==> src/hdl/idq_pkg.sv <==
// Shared types, constants and ring arithmetic for the indexed double-ended queue.
package idq_pkg;

   localparam int DEPTH      = 1024;
   localparam int DATA_WIDTH = 32;
   localparam int SLOT_W     = $clog2(DEPTH);
   localparam int COUNT_W    = $clog2(DEPTH + 1);
   localparam int WORD_W     = 32;

   typedef enum logic [2:0] {
      FUNC_APPEND     = 3'd0,
      FUNC_DROP_FRONT = 3'd1,
      FUNC_DROP_BACK  = 3'd2,
      FUNC_READ       = 3'd3,
      FUNC_QUERY      = 3'd4
   } func_type;

   typedef enum logic [1:0] {
      ST_OK    = 2'd0,
      ST_EMPTY = 2'd1,
      ST_FULL  = 2'd2,
      ST_RANGE = 2'd3
   } status_type;

   typedef struct packed {
      logic [2:0]        func;
      logic [WORD_W-1:0] value;
      logic [WORD_W-1:0] logical_index;
   } req_type;

   typedef struct packed {
      logic [WORD_W-1:0]  element;
      logic [1:0]         status;
      logic [COUNT_W-1:0] count;
      logic [WORD_W-1:0]  first_index;
      logic [WORD_W-1:0]  last_index;
   } rsp_type;

   typedef struct packed {
      logic                  wr_en;
      logic                  rd_en;
      logic [SLOT_W-1:0]     addr;
      logic [DATA_WIDTH-1:0] wr_data;
   } mem_req_type;

   // Ring slot at a given offset from the head; the offset is always below DEPTH.
   function automatic logic [SLOT_W-1:0] slot_of(input logic [SLOT_W-1:0] head,
                                                 input logic [SLOT_W-1:0] offset);
      logic [SLOT_W:0] sum;
      sum = {1'b0, head} + {1'b0, offset};
      if (sum >= (SLOT_W + 1)'(DEPTH)) begin
         sum = sum - (SLOT_W + 1)'(DEPTH);
      end
      return sum[SLOT_W-1:0];
   endfunction

endpackage

==> src/hdl/idq_ctrl.sv <==
// Pointer state, command decode and result register of the queue.
module idq_ctrl
   import idq_pkg::*;
(
   input  logic                  clock,
   input  logic                  reset,
   input  logic                  accept,
   input  req_type               req,
   input  logic [DATA_WIDTH-1:0] rd_data,
   output mem_req_type           mem_req,
   output logic                  rsp_strobe,
   output rsp_type               rsp
);

   logic [SLOT_W-1:0]  head_ff,  head_in;
   logic [COUNT_W-1:0] count_ff, count_in;
   logic [WORD_W-1:0]  front_ff, front_in;
   logic               strobe_ff;
   logic               elem_ff,  elem_in;
   status_type         status_ff, status_in;
   logic [COUNT_W-1:0] rsp_count_ff;
   logic [WORD_W-1:0]  rsp_first_ff, rsp_last_ff;
   logic [WORD_W-1:0]  offset;
   logic [COUNT_W-1:0] count_less;

   always_comb begin
      head_in    = head_ff;
      count_in   = count_ff;
      front_in   = front_ff;
      status_in  = ST_OK;
      elem_in    = 1'b0;
      mem_req    = '0;
      offset     = req.logical_index - front_ff;
      count_less = count_ff - COUNT_W'(1);
      mem_req.wr_data = req.value[DATA_WIDTH-1:0];
      if (accept) begin
         unique case (req.func)
            FUNC_APPEND: begin
               if (count_ff == COUNT_W'(DEPTH)) begin
                  status_in = ST_FULL;
               end else begin
                  mem_req.wr_en = 1'b1;
                  mem_req.addr  = slot_of(head_ff, count_ff[SLOT_W-1:0]);
                  count_in      = count_ff + COUNT_W'(1);
               end
            end
            FUNC_DROP_FRONT: begin
               if (count_ff == '0) begin
                  status_in = ST_EMPTY;
               end else begin
                  mem_req.rd_en = 1'b1;
                  mem_req.addr  = head_ff;
                  elem_in       = 1'b1;
                  head_in       = slot_of(head_ff, SLOT_W'(1));
                  front_in      = front_ff + WORD_W'(1);
                  count_in      = count_less;
               end
            end
            FUNC_DROP_BACK: begin
               if (count_ff == '0) begin
                  status_in = ST_EMPTY;
               end else begin
                  mem_req.rd_en = 1'b1;
                  mem_req.addr  = slot_of(head_ff, count_less[SLOT_W-1:0]);
                  elem_in       = 1'b1;
                  count_in      = count_less;
               end
            end
            FUNC_READ: begin
               // The unsigned distance from the front also rejects indices behind it.
               if (offset >= WORD_W'(count_ff)) begin
                  status_in = ST_RANGE;
               end else begin
                  mem_req.rd_en = 1'b1;
                  mem_req.addr  = slot_of(head_ff, offset[SLOT_W-1:0]);
                  elem_in       = 1'b1;
               end
            end
            default: begin
            end
         endcase
      end
   end

   always_ff @(posedge clock) begin
      if (reset) begin
         head_ff   <= '0;
         count_ff  <= '0;
         front_ff  <= '0;
         strobe_ff <= 1'b0;
      end else begin
         head_ff   <= head_in;
         count_ff  <= count_in;
         front_ff  <= front_in;
         strobe_ff <= accept;
      end
   end

   always_ff @(posedge clock) begin
      if (accept) begin
         elem_ff      <= elem_in;
         status_ff    <= status_in;
         rsp_count_ff <= count_in;
         rsp_first_ff <= front_in;
         rsp_last_ff  <= front_in + WORD_W'(count_in) - WORD_W'(1);
      end
   end

   // The element arrives from the RAM in the same cycle as the strobe.
   assign rsp_strobe      = strobe_ff;
   assign rsp.element     = elem_ff ? WORD_W'(rd_data) : '0;
   assign rsp.status      = status_ff;
   assign rsp.count       = rsp_count_ff;
   assign rsp.first_index = rsp_first_ff;
   assign rsp.last_index  = rsp_last_ff;

   a_count_bound: assert property (@(posedge clock) disable iff (reset)
      count_ff <= COUNT_W'(DEPTH))
      else $error("held count exceeds the ring depth");

   a_strobe_follows: assert property (@(posedge clock) disable iff (reset)
      accept |=> rsp_strobe)
      else $error("accepted transfer produced no result");

   a_no_spurious: assert property (@(posedge clock) disable iff (reset)
      !accept |=> !rsp_strobe)
      else $error("result strobe without an accepted transfer");

   a_append_grows: assert property (@(posedge clock) disable iff (reset)
      (accept && req.func == FUNC_APPEND && count_ff != COUNT_W'(DEPTH))
      |=> count_ff == $past(count_ff) + COUNT_W'(1))
      else $error("append did not grow the queue by one");

   a_mem_idle: assert property (@(posedge clock) disable iff (reset)
      (mem_req.wr_en || mem_req.rd_en) |-> accept && !(mem_req.wr_en && mem_req.rd_en))
      else $error("memory access outside an accepted transfer");

endmodule

==> config.mk <==
export PLATFORM = sky130hd
export DESIGN_NAME = idq_ctrl
export DESIGN_NICKNAME = d
export VERILOG_FILES = /design/src/hdl/idq_pkg.sv /design/src/hdl/idq_ctrl.sv
export SDC_FILE = /design/constraint.sdc
export NUM_CORES = 1
export LEC_CHECK = 0
export BUFFER_PORTS_ARGS = -buffer_cell sky130_fd_sc_hd__buf_2
export CAP_MARGIN = 30
export CORE_ASPECT_RATIO = 0.9
export CORE_UTILIZATION = 40
export DETAILED_ROUTE_END_ITERATION = 16
export GPL_ROUTABILITY_DRIVEN = 0
export PLACE_DENSITY = 0.65
export REMOVE_ABC_BUFFERS = 1
export SYNTH_ARGS = -nofsm -noshare
export SYNTH_HDL_FRONTEND = slang
export SYNTH_SLANG_ARGS = --single-unit
==> constraint.sdc <==
create_clock -name clock -period 7.9 [get_ports clock]
set_input_delay 0.79 -clock clock [delete_from_list [all_inputs] [get_ports clock]]
set_output_delay 0.79 -clock clock [all_outputs]
set_load 0.005 [all_outputs]
==> results of run 1 <==
-- worst max path at each step --
stage	from	endpoint	slack (ps)	cells after the start
2_1_floorplan	count_ff[0]	rsp_last_ff[30]	2110	22
3_3_place_gp	count_ff[0]	rsp_last_ff[30]	1050	23
3_5_place_dp	count_ff[0]	rsp_last_ff[30]	890	24
4_1_cts	count_ff[0]	rsp_last_ff[30]	830	24
5_1_grt	count_ff[0]	rsp_last_ff[30]	230	24
6_report	count_ff[0]	rsp_last_ff[30]	730	24
-- stage by stage --
| step | worst slack, ps | hold slack [ps] |
|---|---|---|
| after floorplan | 2110 | 510 |
| after global placement | 1050 | 570 |
| after detailed placement | 889 | 565 |
| after CTS | 830 | 582 |
| after global routing | 227 | 611 |
| final | 732 | 572 |
-- critical path, delay by kind of cell, from the launching register on --
kind,cells,cell delay (ps)
buf+inv,3,490
xor+xnor,1,80
flops,1,410
fa+ha+maj,3,850
simple gates,6,1820
compound gates,11,3270
-- cells in the final DEF (no fill, tap or decap), drive strengths merged, types with 10 or more instances in the layout --
cell / count
inv: 139
dfxtp: 54
nor2: 118
a21o: 32
o21a: 20
o211ai: 10
xnor2: 80
nand2b: 15
nand3: 31
nor3: 25
xor2: 29
o21ai: 64
a31oi: 10
nand4: 22
nand2: 70
ha: 114
and2: 36
buf: 201
clkbuf: 17
a21oi: 81
o22ai: 12
edfxtp: 78
or3: 11
and3: 11
-- logic make-up after synthesis --
logic type,share of synthesized area
XOR/XNOR,0.0860
multiplexers,0.00631
AO/OA/AOI/OAI,0.202
buffers and inverters,0.0874
adder cells (fa/ha/maj),0.137
flip-flops,0.308
AND/OR/NAND/NOR,0.173
-- registers in the layout, indices dropped and copies added, names as in the netlist --
name and flops:
count_ff 11, elem_ff 1, front_ff 32, head_ff 10
rsp_count_ff 11, rsp_first_ff 32, rsp_last_ff 32, rsp_strobe 1
status_ff 2
-- cell type report --
cell class              count  share of cell area
repair buffers            201              0.0821
well taps                 354              0.0349
inverters                 131              0.0388
multi-input cells         940               0.529
clock buffers              17              0.0336
flip-flops and latches    132               0.270
clock inverters            15              0.0114
-- routing by layer --
metal  global-route usage  up-vias
li1                     -     4838
met1                0.292     4635
met2                0.351      403
met3               0.0540       29
met4               0.0455        4
met5               0.0174        -
-- power by group --
part | leakage [nW] | internal [W] | total, W | switching [W]
Sequential | 1.13 | 0.000747 | 0.000753 | 0.00000573
Clock | 0.273 | 0.000442 | 0.000791 | 0.000350
Combinational | 4.20 | 0.000109 | 0.000262 | 0.000153
Total | 5.61 | 0.00130 | 0.00181 | 0.000508
==> flow_summary.json, run 1 <==
{
  "outcome": "complete, no violations",
  "insertedDiodeCount": 0,
  "drtIter0Drc": 667,
  "clk_latency_ps": 440,
  "reg2reg_to": "rsp_last_ff[30]",
  "synth_ff_type": "edfxtp_1",
  "synth_most_common_cell": "inv_1",
  "cts_setup_buffers": 0,
  "grt_max_degree": 53,
  "syn-instance-count": 1274,
  "fin_crit_sh": 0.907,
  "cp-end-kind": "flip-flop",
  "synth_commonest_cells": "131 x inv_1, 118 x nor2_1, 114 x ha_1, 80 x xnor2_1",
  "routed_via_density": 5.54,
  "antenna_left": 0,
  "cp_max_fo": 10,
  "p_leak_nw": 5.61,
  "finalSetupViolCount": 0,
  "route.final.wire_length_mm": 31.3,
  "cts_tree": "built",
  "cts.sinks": 132,
  "p_per_area_nw_per_um2": 142,
  "drt-wirelength-per-cell_um": 17.5,
  "cts_hold_buf": 0,
  "post-dp-hpwl_mm": 25.0,
  "cts-htree-levels": 4,
  "synth_cell_type_count": 90,
  "power_w": 0.00181,
  "grt_pass1_vias": 9338,
  "port_buffers": 191,
  "min_path_type": "flip-flop to flip-flop",
  "ir_drop_mv": 0.103,
  "synthArstFlopShare": 0,
  "crit_slowest_cell": "or4b_2",
  "synth_edf_count": 78,
  "cp.required_ps": 8080,
  "worstHoldEndpoint": "front_ff[23]",
  "fin_nets": 1644,
  "synth_area_leader_cell": "edfxtp_1",
  "stdcell_count": 1790,
  "path_cells": "inv_1 > ha_1 > or4b_2 > nor4_2 > nor3_1 > buf_2 > nor2_1 > nor2_1 > a21oi_1 > nor2_1 > o21ai_0 > ha_1 > inv_1 > ha_1 > o21a_1 > a2111oi_2 > o22ai_1 > a31o_2 > a221o_1 > o21ai_0 > o21ai_0 > a31o_2 > a21oi_1 > xnor2_1",
  "finClkSkew_ps": 11.7,
  "synth.area.top_cells": "edfxtp_1 21%, ha_1 13%, dfxtp_1 9.7%",
  "finalInstanceArea_um2": 12700,
  "grt_overflow": 0,
  "hold_violations": 0,
  "highest_layer": "met5",
  "cts_buffer_depth": 2,
  "min_period_ps": 7170,
  "tns_ps": 0,
  "dpl-instance-area_um2": 12100,
  "maxCapViolCount": 0,
  "final_max_slew_viol_count": 0,
  "die_x_um": 178,
  "rr_worst_depth": 24,
  "synth_warnings": 0,
  "synth-seq-cells": 132,
  "track_usage": 0.218,
  "final_util": 0.468,
  "rsz0062_at_grt": "no",
  "area_growth_syn_to_layout_pct": 14.2,
  "start_kind": "flip-flop",
  "reg2reg_from": "count_ff[0]",
  "num_rows": 57,
  "seq_area_frac_synth": 0.308,
  "yosysTopAreaCellShare": 0.211,
  "ctsResizeCount": 0,
  "m1WireLength_mm": 14.5,
  "fmax_mhz": 140,
  "crit_arrival_ps": 7350,
  "clk_pin_slew_ps": 70,
  "layout-drive-gt1-share": 0.185,
  "fill_cells": 2675,
  "wl_met3_mm": 2.42,
  "die_height_um": 160,
  "reg2reg_slack_ps": 730,
  "start_util": 0.410,
  "coreArea_um2": 27100,
  "synth_area_um2": 11100,
  "crit_type": "flip-flop to flip-flop",
  "slew_headroom": 0.310,
  "grt_pass1_wl_mm": 48.5,
  "numCtsBuffers": 17,
  "hold_start": "front_ff[23]",
  "multiInputGateArea_um2": 6710,
  "crit_path_max_incr_delay_ps": 660,
  "dp.cells": 1758,
  "drc_errors": 0,
  "syn_avg_cell_area_um2": 8.72,
  "antenna_found_initial": 1,
  "firstDrtPassIters": 5,
  "worstMarginPinSlew_ps": 1030,
  "die_area_um2": 28400,
  "io_pins": 256,
  "vias": 9909,
  "wl_met2_mm": 14.0,
  "whs_path_depth": 2,
  "root_buffer": "clkbuf_16",
  "seq_area_um2": 3420
}
Note: power is estimated with default switching activity, not from simulation.
==> run 2, diff against run 1 <==
CORE_MARGIN = 5   (was default)
==> flow_summary.json, run 2 (synthesis gave the netlist of run 1 again) <==
{
  "outcome": "complete, no violations",
  "largestRegisters": "front_ff x32, rsp_first_ff x32, rsp_last_ff x32",
  "numCtsBuffers": 17,
  "final_common_cell": "buf_2",
  "post-dp-hpwl_mm": 25.5,
  "drtIter0Drc": 768,
  "fin_crit_sh": 0.891,
  "grt_pass1_wl_mm": 50.1,
  "crit_path_max_incr_delay_ps": 680,
  "multiInputGateArea_um2": 6710,
  "fmax_mhz": 142,
  "io_pins": 256,
  "pre_cts_ws_ps": 979,
  "drt-wirelength-per-cell_um": 17.8,
  "p_leak_nw": 5.64,
  "min_period_ps": 7040,
  "cts_setup_buffers": 0,
  "antenna_found_initial": 0,
  "area_growth_syn_to_layout_pct": 14.7,
  "clk_latency_ps": 430,
  "crit_arrival_ps": 7230,
  "layout-drive-gt1-share": 0.183,
  "cp-end-kind": "flip-flop",
  "firstDrtPassIters": 7,
  "die_x_um": 186,
  "cp_max_fo": 10,
  "coreArea_um2": 27200,
  "track_usage": 0.199,
  "stdcell_count": 1789,
  "cts.sinks": 132,
  "cts_buffer_depth": 2,
  "hold_violations": 0,
  "p_per_area_nw_per_um2": 150,
  "grt_overflow": 0,
  "tns_ps": 0,
  "finalSetupViolCount": 0,
  "cp.required_ps": 8090,
  "insertedDiodeCount": 0,
  "fill_cells": 2618,
  "root_buffer": "clkbuf_16",
  "slew_headroom": 0.388,
  "route.final.wire_length_mm": 31.9,
  "port_buffers": 191,
  "cts_hold_buf": 0,
  "vias": 9858,
  "worstMarginPinSlew_ps": 912,
  "dp.cells": 1757,
  "grt_pass1_vias": 9658,
  "ctsResizeCount": 0,
  "routed_via_density": 5.51,
  "layout_common_cells": "192 x buf_2, 131 x inv_1, 118 x nor2_1, 114 x ha_1, 80 x xnor2_1",
  "antenna_left": 0,
  "critPathBufInv": 2,
  "cpMostUsedCell": "ha_1",
  "crit_type": "flip-flop to flip-flop",
  "grt_max_degree": 55,
  "path_delay_family": "compound AO/OA/AOI/OAI gates",
  "rsz0062_at_grt": "no",
  "start_kind": "flip-flop",
  "ir_drop_mv": 0.119,
  "hold_slack_ps": 593,
  "clk_pin_slew_ps": 60,
  "maxCapViolCount": 0,
  "drc_errors": 0,
  "num_rows": 57,
  "min_path_type": "flip-flop to flip-flop",
  "path_cells": "inv_1 > ha_1 > or4b_2 > or2_2 > nor2_1 > a21oi_1 > a22oi_1 > nor2_1 > xnor2_1 > ha_1 > inv_1 > ha_1 > a211o_1 > a2111oi_2 > o22ai_1 > a31o_2 > a221o_1 > o21ai_0 > o21ai_0 > a31o_2 > a21oi_1 > xnor2_1",
  "die_area_um2": 31200,
  "finClkSkew_ps": 14.7,
  "final_max_slew_viol_count": 0,
  "seq_area_um2": 3420,
  "cts-htree-levels": 4,
  "start_util": 0.409,
  "fin_nets": 1643,
  "die_height_um": 168,
  "crit_slowest_cell": "or4b_2",
  "setup_slack_ps": 860,
  "cts_tree": "built"
}
-- run 2: final timing paths --
kind	startpoint	to	slack, ps	cells past startpoint
hold reg to reg	front_ff[27]	front_ff[27]	590	2
setup / recovery	count_ff[0]	rsp_last_ff[30]	860	22
hold / removal	front_ff[27]	front_ff[27]	590	2
setup reg to reg	count_ff[0]	rsp_last_ff[30]	860	22
-- run 2: final cells by class --
type                       instances  area share
clock inverter                    14      0.0175
multi-input combinational        940       0.527
sequential                       132       0.269
clock buffer                      18      0.0337
timing repair buffer             200      0.0801
inverter                         131      0.0386
tap                              354      0.0348
-- run 2: worst min-delay path, cell delays in order, from the launching register on --
cell and delay (ps):
dfxtp_1 340, xnor2_1 120, nor2_1 90
-- run 2: metrics by stage --
stage / power [W] / instance area [um2] / util
after floorplan: 0.000925 / 10600 / -
after global placement: 0.00103 / 12100 / 0.444
after detailed placement: 0.00103 / 12100 / 0.445
after CTS: 0.00193 / 12700 / 0.469
after global routing: 0.00199 / 12700 / 0.469
final: 0.00191 / 12700 / 0.469
-- run 2: per-layer routing --
metal	global-route usage	routed length, um	share of wire
met5	0.00800	37	0.0012
met1	0.270	14500	0.45
met4	0.0469	510	0.016
met2	0.321	14200	0.45
met3	0.0509	2660	0.083
-- run 2: power breakdown --
part | switching [W] | total, W | leakage, nW | internal [W]
combinational | 0.000152 | 0.000261 | 4.19 | 0.000108
clock | 0.000335 | 0.000901 | 0.314 | 0.000565
sequential | 0.00000588 | 0.000753 | 1.13 | 0.000747
total | 0.000494 | 0.00191 | 5.64 | 0.00142
